===== config.mk =====
export PLATFORM = sky130hd
export DESIGN_NAME = lpms_ctrl
export DESIGN_NICKNAME = d
export VERILOG_FILES = /design/src/rtl/lpms_pkg.sv /design/src/rtl/lpms_ctrl.sv
export VERILOG_INCLUDE_DIRS = /design/src /design/src/rtl
export SDC_FILE = /design/constraint.sdc
export NUM_CORES = 1
export LEC_CHECK = 0
export BUFFER_PORTS_ARGS = -buffer_cell sky130_fd_sc_hd__buf_2
export CORE_AREA = 2 2 39 41
export CTS_CLUSTER_DIAMETER = 50
export DETAILED_ROUTE_END_ITERATION = 7
export DIE_AREA = 0 0 41 43
export PLACE_DENSITY = 0.45
export SYNTH_ARGS = -nofsm -noshare
export SYNTH_HDL_FRONTEND = slang
export SYNTH_SLANG_ARGS = --single-unit

===== constraint.sdc =====
create_clock -name clk_i -period 2.2 [get_ports clk_i]
set_input_delay 0.22 -clock clk_i [delete_from_list [all_inputs] [get_ports clk_i]]
set_output_delay 0.22 -clock clk_i [all_outputs]
set_load 0.01 [all_outputs]

===== src/rtl/line_profile_mask_stats_macros.svh =====
// ----------------------------------------------------------------------------
// line profile mask stats assertion macros
// concurrent check helpers, empty when synthesized
// ----------------------------------------------------------------------------
`ifndef LINE_PROFILE_MASK_STATS_MACROS_SVH
`define LINE_PROFILE_MASK_STATS_MACROS_SVH

`ifndef SYNTHESIS
`define LPMS_ASSERT(lbl, clk, rstn, prop, msg) \
  lbl: assert property (@(posedge clk) disable iff (!rstn) prop) else $error(msg);
`define LPMS_NEVER(lbl, clk, rstn, expr, msg) \
  lbl: assert property (@(posedge clk) disable iff (!rstn) !(expr)) else $error(msg);
`else
`define LPMS_ASSERT(lbl, clk, rstn, prop, msg)
`define LPMS_NEVER(lbl, clk, rstn, expr, msg)
`endif

`endif


===== src/rtl/lpms_pkg.sv =====
// ----------------------------------------------------------------------------
// lpms_pkg
// types and constants shared by the line profile mask stats block
// ----------------------------------------------------------------------------
package lpms_pkg;

  localparam int unsigned ImgWidthDefault  = 256;
  localparam int unsigned ImgHeightDefault = 256;

  localparam logic        CMD_WRITE = 1'b0;
  localparam logic        CMD_TRACE = 1'b1;

  localparam logic [1:0]  CFG_MAX_FLOOR    = 2'd0;
  localparam logic [1:0]  CFG_FILL_VALUE   = 2'd1;
  localparam logic [1:0]  CFG_GAP_LIMIT    = 2'd2;
  localparam logic [1:0]  CFG_LENGTH_SCALE = 2'd3;

  localparam logic [15:0] MaxFloorReset    = 16'd1;
  localparam logic [15:0] FillValueReset   = 16'hFFFF;
  localparam logic [7:0]  GapLimitReset    = 8'd20;
  localparam logic [3:0]  LengthScaleReset = 4'd4;

  localparam logic [7:0]  MaskMarked   = 8'hFF;
  localparam logic [7:0]  MaskUnmarked = 8'h00;

  typedef struct packed {
    logic              command;
    logic [7:0]        pos_x;
    logic [7:0]        pos_y;
    logic [7:0]        end_x;
    logic [7:0]        end_y;
    logic signed [7:0] mask_value;
    logic [15:0]       chlorophyll;
  } lpms_in_t;

  typedef struct packed {
    logic [15:0] max_chlorophyll;
    logic [15:0] extension_length;
    logic [7:0]  end_row;
  } lpms_out_t;

  typedef struct packed {
    logic load;
    logic wr;
    logic step;
    logic scale;
  } lpms_cmd_t;

  typedef struct packed {
    logic at_end;
  } lpms_sts_t;

  typedef enum logic [2:0] {
    ST_IDLE,
    ST_WALK,
    ST_TAIL,
    ST_SCALE,
    ST_RESULT
  } lpms_state_e;

  typedef enum logic [1:0] {
    PH_IDLE,
    PH_RUN,
    PH_GAP
  } lpms_phase_e;

endpackage


===== src/rtl/lpms_ctrl.sv =====
// ----------------------------------------------------------------------------
// lpms_ctrl
// command sequencer: accepts writes and traces, steps the walk, emits result
// ----------------------------------------------------------------------------
`include "line_profile_mask_stats_macros.svh"

module lpms_ctrl
  import lpms_pkg::*;
(
  input  logic      clk_i,
  input  logic      rst_ni,
  input  logic      start,
  input  logic      command_i,
  output logic      busy,
  output logic      done_o,
  output lpms_cmd_t cmd_o,
  input  lpms_sts_t sts_i
);

  lpms_state_e state_q, state_d;

  always_ff @(posedge clk_i or negedge rst_ni) begin
    if (!rst_ni) begin
      state_q <= ST_IDLE;
    end else begin
      state_q <= state_d;
    end
  end

  always_comb begin
    state_d = state_q;
    cmd_o   = '0;
    busy    = 1'b1;
    done_o  = 1'b0;
    unique case (state_q)
      ST_IDLE: begin
        busy = 1'b0;
        if (start) begin
          if (command_i == CMD_TRACE) begin
            cmd_o.load = 1'b1;
            state_d    = ST_WALK;
          end else begin
            cmd_o.wr = 1'b1;
          end
        end
      end
      ST_WALK: begin
        cmd_o.step = 1'b1;
        if (sts_i.at_end) begin
          state_d = ST_TAIL;
        end
      end
      ST_TAIL: begin
        state_d = ST_SCALE;
      end
      ST_SCALE: begin
        cmd_o.scale = 1'b1;
        state_d     = ST_RESULT;
      end
      ST_RESULT: begin
        done_o  = 1'b1;
        state_d = ST_IDLE;
      end
      default: begin
        state_d = ST_IDLE;
      end
    endcase
  end

  `LPMS_ASSERT(a_trace_walks, clk_i, rst_ni, (start && !busy && command_i == CMD_TRACE) |=> (state_q == ST_WALK), "trace accept did not start walk")
  `LPMS_ASSERT(a_write_no_busy, clk_i, rst_ni, (start && !busy && command_i == CMD_WRITE) |=> !busy, "write command made block busy")
  `LPMS_ASSERT(a_done_after_scale, clk_i, rst_ni, done_o |-> $past(cmd_o.scale), "result strobe without scaling")

endmodule


Yosys cells after proc, flatten, opt, wreduce, memory -nomap -nowiden
Cells that the tools add are included.
Word-level totals
  bits in registers: 3
  input port bits: 5
  output and inout port bits: 6
  word-level logic and storage cells: 22
Operators by class
  equality and inequality tests: 7
  muxes and demuxes: 12
  reductions and logical operators: 2
Operators with widths (number)
  case mux 3 bit (4 select lines): 1
  2-to-1 mux 3 bit: 3
  equality test 3 x 2 -> 1 bit (second input constant): 2
  2-to-1 mux 1 bit: 6
  inequality test 2 bit (second input constant): 3
  2-to-1 mux 2 bit: 2
  equality test 3 x 1 -> 1 bit (second input constant): 1
  equality test 3 bit (second input constant): 1
  zero test 3 bit: 1
  AND reduction 3 bit: 1

Logic depth before layout (Yosys ltp)
Gate-level depths: netlist of run 1.
  depth in word-level cells: 3
  mapped depth: 2

Worst setup path after synthesis of run 1
Ideal clock, no wire load.
  path kind: register -> output
  start: reg state_q[0]
  end: out cmd_o[2] (netlist bit)
  data arrival time: 1078 ps
  path slack: 902 ps
  cell stages (with the launch flop): 3
  cells stage by stage: dfrtp_1 -> or3_4 -> nor3b_2
RTL lines
  start: declaration: RTL line lpms_ctrl.sv:20  | lpms_state_e state_q, state_d;
  start signal: assignment: RTL line lpms_ctrl.sv:26  | state_q <= state_d;
  end: declaration: RTL line lpms_ctrl.sv:16  | output lpms_cmd_t cmd_o,

==> results of run 1 <==
-- worst max-delay path, cell delays in order (launching register included) --
cell     delay, ns
dfrtp_1       0.43
or3_4         0.42
nor3b_2       0.16
buf_2         0.14
-- kinds of logic after synthesis --
logic type,count (synthesis)
AND/OR/NAND/NOR,11
flip-flops,3
AO/OA/AOI/OAI,3
-- routing by layer --
metal | track usage | vias to the layer above | share of wire
met1 | 0.0874 | 73 | 0.50
met5 | 0 | - | 0
met3 | 0.0366 | 0 | 0.11
met2 | 0.0875 | 10 | 0.39
li1 | - | 95 | -
met4 | 0.0800 | 0 | 0
-- area by class of cell --
| type | count | share of cell area |
|---|---|---|
| Tap cell | 16 | 0.0690 |
| Clock buffer | 4 | 0.0905 |
| Sequential cell | 3 | 0.259 |
| Timing Repair Buffer | 11 | 0.207 |
| Multi-Input combinational cell | 14 | 0.375 |
-- report_power, final --
part           internal (mW)  switching (mW)
Clock                 0.0680          0.0285
Sequential            0.0784          0.0407
Combinational         0.0918          0.0667
-- cell usage in the layout, fill, tap and decap left out --
cell type,n
a211oi_1,1
a21oi_1,1
and2_1,1
and3b_2,2
and4b_1,1
buf_2,10
clkbuf_1,1
clkbuf_4,3
dfrtp_1,3
dlygate4sd3_1,1
nand2_1,1
nand2b_1,1
nand3b_1,1
nor2_1,1
nor3b_1,1
nor3b_2,1
o21a_1,1
or3_4,1
-- worst max path at each step --
| stage | from | end | slack (ns) | cells past startpoint |
|---|---|---|---|---|
| floorplan | state_q[0] | cmd_o[2] | 0.90 | 2 |
| finish | state_q[0] | cmd_o[2] | 0.59 | 3 |
| CTS | state_q[0] | cmd_o[2] | 0.57 | 3 |
| global placement | state_q[0] | cmd_o[2] | 0.82 | 3 |
| global route | state_q[0] | cmd_o[2] | 0.51 | 3 |
| detailed placement | state_q[0] | cmd_o[2] | 0.83 | 3 |
-- timing repair --
| item | in CTS | in global routing |
|---|---|---|
| hold endpoints to repair | 3 | 0 |
| hold buffers | 1 | 0 |
| resized for setup | 0 | 0 |
==> out/qor.txt, run 1 <==
multi-input logic area: 109 sq um
Placeable Area: 1380 sq um
number of detailed-route iterations in the first pass: 2
DRC Markers: 0
via count: 178
Post-synth EDFFs: 0
worst reg2reg path startpoint: state_q[1]
post-CTS setup buffers: 0
CTS tree: built
CTS H-tree lvls: 1
FP Rows: 14
post-synthesis compound-gate area fraction: 0.109
post-synthesis instance area: 184 sq um
Yosys cell types: 14
post-synthesis simple-gate area fraction: 0.483
Die Wd: 41 microns
die area: 1760 sq um
# diodes: 0
Design Area, Final: 290 sq um
DR WL/cell: 8.67 microns
leakage dissipation: 0.143 nW
Mapped Cells: 17
share of the synthesized area in the top cell type: 0.408
adder-cell share of the synthesized area: 0
Worst setup EP type: primary output
Required @ worst endpoint: 1.98 ns
dpl ws: 0.828 ns
Main synth FF type: dfrtp_1
largest family of logic cells by synthesized area: simple AND/OR/NAND/NOR gates
Starting Density: 0.133
Final Max Tran Viols: 0
crit-path max FO: 8
DR vias/cell: 3.71
largest net degree at the start of global routing: 9
max reg flops: 3
crit path time final: 1.61 ns
vias in the first global route: 197
worst hold path startpoint: sts_i
global placement routability congestion: 0.683
most frequent cell after synthesis: dfrtp_1
arrival time worst endpoint: 1.39 ns
IO Count: 11
dpl cells: 43
clk buf depth: 2
Max Cap Viol: 0
worst rel slew slack: 0.853
Worst Setup Path Type: reg2out
DRT iter0 DRCs: 7
slew at the pin with the worst max-slew slack: 0.220 ns
HP Class: in2reg
CTS buffer count: 3
overall power: 0.374 mW
Hold EP: state_q[1]
RSZ-0062 raised after global routing: false
Final Net Count: 38
biggest regs: state_q: 3 flops
Filler cells: 153
outcome: complete, no violations
synth cell count leaders: dfrtp_1, and3b_2
area delta synth->final: 57.8%
FMAX: 621 MHz
first-pass GRT wire length: 834 microns
GRT overflow: 0
fraction of synthesized area in multiplexers: 0
hold path depth: 3
WL final: 416 microns
antenna violations before repair: 0
post-layout util: 0.210
syn_area_per_cell: 10.8 sq um
Worst-path clk slew: 0.04 ns
placed cell area: 254 sq um
Setup Skew: 0.000824 ns
ratio of cells with drive above 1 in the final layout: 0.531
R2R Setup Slk: 1.26 ns
largest area contributor in the netlist: dfrtp_1
XOR/XNOR Fraction of Synth Area: 0
PortBufs: 10
path depth of the worst reg2reg path: 2
r2r endpoint: state_q[0]
Cell Count, Final, Fillers Out: 48
Total Neg Setup Slack: 0 ns
Yosys warnings: 0
Setup-failing EPs final: 0
HPWL Detailed: 296 microns
power density over the cells: 1290 nW/um^2
Post-synth ARST share: 1.00
worst setup margin: 0.590 ns
clock sink total: 3
clock root buffer: clkbuf_4
crit share post-route: 0.732
Worst Setup Start Kind: flip-flop
FF+latch area: 75.1 sq um
worst hold margin: 0.262 ns
synth top area cells: dfrtp_1, and3b_2, nor3b_2, or3_4, and4b_1
sequential-to-total area share from yosys stat: 0.408
Synth Net Count: 22
GRT Overall Usage: 0.0744
clock insertion delay at the later pin of the skew report: 0.23 ns
count of state elements after synthesis: 3
DRT antenna net count: 0
Vert. Die Dim: 43 microns
Peak VDD IR: 0.417 mV
Hold Vio Cnt, Final: 0
register with the most flip-flops: state_q
Note: power is estimated with default switching activity, not from simulation.
==> run 2: changes to the inputs <==
- ABC_AREA: not set -> 1
- PLACE_DENSITY: 0.45 -> 0.47
- clock period: 2.2 -> 1.4 ns (I/O delays scaled with it)
==> out/qor.txt, run 2 <==
outcome: complete, no violations
Yosys warnings: 0 (unchanged)
Worst Setup Start Kind: flip-flop
Synth Net Count: 31 (+41%)
# diodes: 0 (unchanged)
crit path cell chain: nor2_4 -> nand2_4 -> nor3b_2 -> buf_2
Worst setup EP type: primary output
Final Max Tran Viols: 0 (unchanged)
Setup-failing EPs final: 0 (unchanged)
share of the synthesized area in the top cell type: 0.387 (-0.0211)
Clk network pwr share: 0.230 (-0.028)
global placement routability congestion: 0.700 (+2.5%)
sequential share of power: 0.257 (-0.061)
Setup Skew: 0.000154 ns (-0.000670 ns)
GRT overflow: 0 (unchanged)
largest net degree at the start of global routing: 7 (-2)
CTS buffer count: 3 (unchanged)
CTS tree: built
die area: 1760 sq um (unchanged)
Int Pwr: 0.393 mW (+65%)
dpl ws: 0.325 ns (-0.502 ns)
synth cell count leaders: nor2_1, nand2_1, dfrtp_1
FMAX: 758 MHz
Post-synth EDFFs: 0 (unchanged)
sequential-to-total area share from yosys stat: 0.387 (-0.0211)
Largest stage delay, worst path: 0.43 ns (about the same)
slew at the pin with the worst max-slew slack: 0.160 ns (-0.0602 ns)
max reg flops: 3 (unchanged)
syn_area_per_cell: 7.46 sq um (-31%)
crit share post-route: 0.942
clock root buffer: clkbuf_4
count of state elements after synthesis: 3 (unchanged)
Peak VDD IR: 0.616 mV (+48%)
area delta synth->final: 59.4%
Mapped Cells: 26 (+9)
vias in the first global route: 188 (-4.6%)
IO Count: 11 (unchanged)
via count: 208 (+17%)
Main synth FF type: dfrtp_1
crit-path max FO: 4 (-4)
Hold Vio Cnt, Final: 0 (unchanged)
power density over the cells: 2280 nW/um^2 (+77%)
most frequent cell after synthesis: nor2_1
DRC Markers: 0 (unchanged)
DR WL/cell: 7.62 microns (-12%)
HPWL Detailed: 326 microns (+10%)
worst hold margin: 0.193 ns (-0.0685 ns)
antenna violations before repair: 0 (unchanged)
Yosys cell types: 12 (-2)
biggest regs: state_q: 3 flops
Worst-path clk slew: 0.04 ns (about the same)
CTS H-tree lvls: 1 (unchanged)
number of detailed-route iterations in the first pass: 2 (unchanged)
FP Rows: 14 (unchanged)
Vert. Die Dim: 43 microns (unchanged)
arrival time worst endpoint: 1.18 ns (-0.21 ns)
crit path time final: 1.32 ns
Post-synth ARST share: 1.00 (unchanged)
worst setup margin: 0.0806 ns (-0.510 ns)
PortBufs: 10 (unchanged)
Placeable Area: 1380 sq um (unchanged)
Required @ worst endpoint: 1.26 ns (-0.72 ns)
critical path's slowest cell: dfrtp_2
ratio of cells with drive above 1 in the final layout: 0.476 (-0.0551)
NetSw: 0.311 mW (+130%)
GRT Overall Usage: 0.0715 (-0.00295)
Starting Density: 0.140 (+0.00723)
register with the most flip-flops: state_q
DR vias/cell: 3.59 (-3.3%)
Worst Setup Path Type: reg2out
Logic pwr share: 0.513 (+0.089)
post-synthesis instance area: 194 sq um (+5.4%)
leakage dissipation: 0.173 nW (+21%)
worst rel slew slack: 0.892 (+0.0393)
DRT antenna net count: 0 (unchanged)
commonest non-fill, non-tap cells in the layout: buf_2, nor2_1, nand2_1
Max Cap Viol: 0 (unchanged)
Net Sw Frac: 0.442 (+0.0791)
first-pass GRT wire length: 738 microns (-12%)
clk buf depth: 2 (unchanged)
synth top area cells: dfrtp_1, nor2_1, nand2_1, nor3b_2, nand2_4
clock sink total: 3 (unchanged)
DRT iter0 DRCs: 1 (-6)
HP Class: in2reg
largest area contributor in the netlist: dfrtp_1
WL final: 442 microns (+6.3%)
Die Wd: 41 microns (unchanged)
commonest non-fill, non-tap cell in the layout: buf_2
clock insertion delay at the later pin of the skew report: 0.24 ns (about the same)
Final Net Count: 48 (+26%)
==> run 2: cell count changes in the layout (fill, tap and decap cells not counted), sizes merged, moves of 2 or more <==
cell	before	now
nor2	1	8
inv	0	4
nand2	1	5
and3b	2	0
nand3	0	2
==> run 2: kinds of logic (layout without fill, tap and decap cells) <==
logic type / Yosys count / in the layout / synth area share
buffers and inverters: 4 / 20 / 0.0774
AO/OA/AOI/OAI: 1 / 1 / 0.0258
flip-flops: 3 / 3 / 0.387
AND/OR/NAND/NOR: 18 / 18 / 0.510
==> run 2: layout make-up <==
cell class	instances	area, sq um
sequential	3	76.3
multi-input combinational	19	104
timing repair buffer	12	67.6
inverter	4	15.0
clock buffer	4	26.3
fill	158	1070
tap	16	20.0
==> run 2: routing by layer <==
layer / vias up / GRT usage / share of wire
met5: - / 0 / 0
met4: 0 / 0.100 / 0.052
met3: 2 / 0.0314 / 0.090
met2: 11 / 0.0656 / 0.37
met1: 81 / 0.0942 / 0.49
li1: 114 / - / -
==> run 2: worst paths after layout <==
path / start / to / slack (ns) / cells after the start
min in group asynchronous: rst_ni / state_q[2] / 0.23 / 2
worst max register to register: state_q[1] / state_q[1] / 0.42 / 5
worst min register to register: state_q[2] / state_q[2] / 0.50 / 1
worst max-delay path: state_q[1] / cmd_o[2] / 0.08 / 4
max in group asynchronous: rst_ni / state_q[1] / 1.06 / 2
worst min-delay path: sts_i / state_q[0] / 0.19 / 3
==> run 2: power groups by stage <==
stage               Clock [mW]  Sequential [mW]  Combinational (mW)
CTS                      0.163            0.179               0.342
floorplan                    0            0.173               0.244
global placement             0            0.181               0.336
finish                   0.162            0.181               0.361
global route             0.177            0.193               0.417
detailed placement           0            0.181               0.339
==> run 2: metrics by stage <==
stage	TNS, ns	total power, mW	instances	instance area, sq um	utilization
after floorplan	0	0.418	26	194	-
after global routing	-0.0103	0.787	58	309	0.223
after CTS	0	0.684	57	300	0.217
final	0	0.704	58	309	0.223
after detailed placement	0	0.519	52	264	0.191
after global placement	0	0.517	52	264	0.191
==> run 2: worst max-delay path, delay by kind of cell (launching register included) <==
kind	cells	cell delay, ns
flops	1	0.43
simple gates	3	0.36
buf+inv	1	0.14
==> run 2: what timing repair did <==
action,CTS,global route
hold endpoints to repair,3,0
setup endpoints to repair,0,1
gates resized for setup,0,1
hold buffers,1,0
setup buffers,0,1
==> run 3: changes to the inputs <==
- PLACE_DENSITY: 0.47 -> not set
==> out/qor.txt, run 3 (same netlist as run 2, synthesis figures left out) <==
metal3 WL: 50 microns (+25%)
Starting Density: 0.140 (unchanged)
Peak VDD IR: 0.624 mV (+1.3%)
DRC Markers: 0 (unchanged)
RSZ-0062 raised after global routing: false
die area: 1760 sq um (unchanged)
highest routing layer actually used: met4
Placeable Area: 1380 sq um (unchanged)
Hold Vio Cnt, Final: 0 (unchanged)
CTS buffer count: 3 (unchanged)
number of buffers and inverters on the critical path: 1 (unchanged)
DRT iter0 DRCs: 3 (+2)
ratio of cells with drive above 1 in the final layout: 0.488 (+0.0122)
Max Cap Viol: 0 (unchanged)
FP Rows: 14 (unchanged)
HP Class: in2reg
clk buf depth: 2 (unchanged)
via count: 223 (+7.2%)
clock sink total: 3 (unchanged)
Setup-failing EPs final: 0 (unchanged)
Setup Skew: 0.00316 ns (+0.00301 ns)
vias in the first global route: 173 (-8.0%)
critical path's slowest cell: dfrtp_2
IO Count: 11 (unchanged)
FMAX: 770 MHz (+1.6%)
commonest non-fill, non-tap cell in the layout: buf_2
GRT Overall Usage: 0.0643 (-0.00724)
crit share post-route: 0.928 (-0.0149)
hold path depth: 3 (unchanged)
crit path cell chain: nor2_4 -> nand2_4 -> nor3b_2 -> buf_2
Worst-path clk slew: 0.03 ns (about the same)
Final Net Count: 49 (+2.1%)
clock root buffer: clkbuf_4
DRT antenna net count: 0 (unchanged)
wl on met1: 213 microns (-0.93%)
area delta synth->final: 63.2%
global placement routability congestion: 0.738 (+5.4%)
worst rel slew slack: 0.888 (-0.00465)
HPWL Detailed: 337 microns (+3.3%)
GRT overflow: 0 (unchanged)
NetSw: 0.305 mW (-2.2%)
CTS H-tree lvls: 1 (unchanged)
arrival time worst endpoint: 1.16 ns (-0.02 ns)
outcome: complete, no violations
FF+latch area: 76.3 sq um (unchanged)
first-pass GRT wire length: 676 microns (-8.4%)
Clk network pwr share: 0.208 (-0.022)
dpl ws: 0.322 ns (-0.00340 ns)
leakage dissipation: 0.178 nW (+2.9%)
multi-input logic area: 104 sq um (unchanged)
overall power: 0.711 mW (+1.0%)
register with the most flip-flops: state_q
biggest regs: state_q: 3 flops
crit path time final: 1.30 ns (-0.0209 ns)
path depth of the worst reg2reg path: 5 (unchanged)
CTS tree: built
Worst setup EP type: primary output
WL final: 436 microns (-1.4%)
# diodes: 0 (unchanged)
Required @ worst endpoint: 1.26 ns (about the same)
crit-path max FO: 4 (unchanged)
crit-path leading delay family: flip-flops
max reg flops: 3 (unchanged)
sequential share of power: 0.250 (-0.007)
number of detailed-route iterations in the first pass: 2 (unchanged)
worst setup margin: 0.101 ns (+0.0209 ns)
met2 routed WL: 158 microns (-3.1%)
slew at the pin with the worst max-slew slack: 0.168 ns (+0.00821 ns)
power density over the cells: 2250 nW/um^2 (-1.4%)
commonest non-fill, non-tap cells in the layout: buf_2, nor2_1, nand2_1
antenna violations before repair: 0 (unchanged)
placed cell area: 264 sq um (unchanged)
worst hold margin: 0.202 ns (+0.00839 ns)
Filler cells: 157 (-0.63%)
Total Neg Setup Slack: 0 ns (unchanged)
Net Sw Frac: 0.428 (-0.0142)
Design Area, Final: 317 sq um (+2.4%)
PortBufs: 10 (unchanged)
clock insertion delay at the later pin of the skew report: 0.23 ns (about the same)
Largest stage delay, worst path: 0.41 ns (-0.02 ns)
Crit path depth: 4 (unchanged)
Final Max Tran Viols: 0 (unchanged)
Logic pwr share: 0.542 (+0.029)
Vert. Die Dim: 43 microns (unchanged)
DR WL/cell: 7.39 microns (-3.0%)
DR vias/cell: 3.78 (+5.4%)
Worst Setup Path Type: reg2out
Worst Setup Start Kind: flip-flop
largest net degree at the start of global routing: 7 (unchanged)
Die Wd: 41 microns (unchanged)
Int Pwr: 0.407 mW (+3.6%)
==> run 3: cell types whose count changed in the layout (fill, tap and decap cells not counted) <==
| cell | delta |
|---|---|
| buf_4 | +1 |
==> run 3: power groups by stage <==
stage	clock, mW	combinational [mW]	sequential (mW)
4_1_cts	0.157	0.342	0.181
5_1_grt	0.168	0.434	0.185
2_1_floorplan	0	0.244	0.173
6_report	0.148	0.386	0.178
3_5_place_dp	0	0.339	0.181
3_3_place_gp	0	0.333	0.182
==> run 3: area by class of cell <==
class | instances | share of cell area
Multi-Input combinational cell | 19 | 0.328
Tap cell | 16 | 0.0632
Inverter | 4 | 0.0474
Sequential cell | 3 | 0.241
Clock buffer | 4 | 0.0830
Timing Repair Buffer | 13 | 0.237
==> run 3: per-layer routing <==
metal,vias up,GRT usage
met5,-,0
met4,0,0.0600
met3,2,0.0681
met2,13,0.0656
met1,89,0.0675
li1,119,-
==> run 3: what timing repair did <==
action / in CTS / in global routing
setup buffers: 0 / 2
resized for setup: 0 / 1
endpoints found under the setup margin: 0 / 1
hold buffers: 1 / 0
endpoints found under the hold margin: 3 / 0
==> run 3: tightest hold or removal path: stages <==
cell,delay [ns]
buf_2,0.08
nand3b_1,0.10
o21ai_1,0.06
==> run 3: final timing paths <==
kind                               to  startpoint  slack [ns]
min reg2reg                state_q[2]  state_q[2]        0.50
min in group asynchronous  state_q[2]      rst_ni        0.23
min                        state_q[0]       sts_i        0.20
max reg2reg                state_q[1]  state_q[1]        0.44
max                          cmd_o[2]  state_q[1]        0.10
max in group asynchronous  state_q[1]      rst_ni        1.05
==> run 3: through the flow <==
stage / util / instances
after global placement: 0.191 / 52
after floorplan: - / 26
after global routing: 0.229 / 59
after detailed placement: 0.191 / 52
final: 0.229 / 59
after CTS: 0.217 / 57
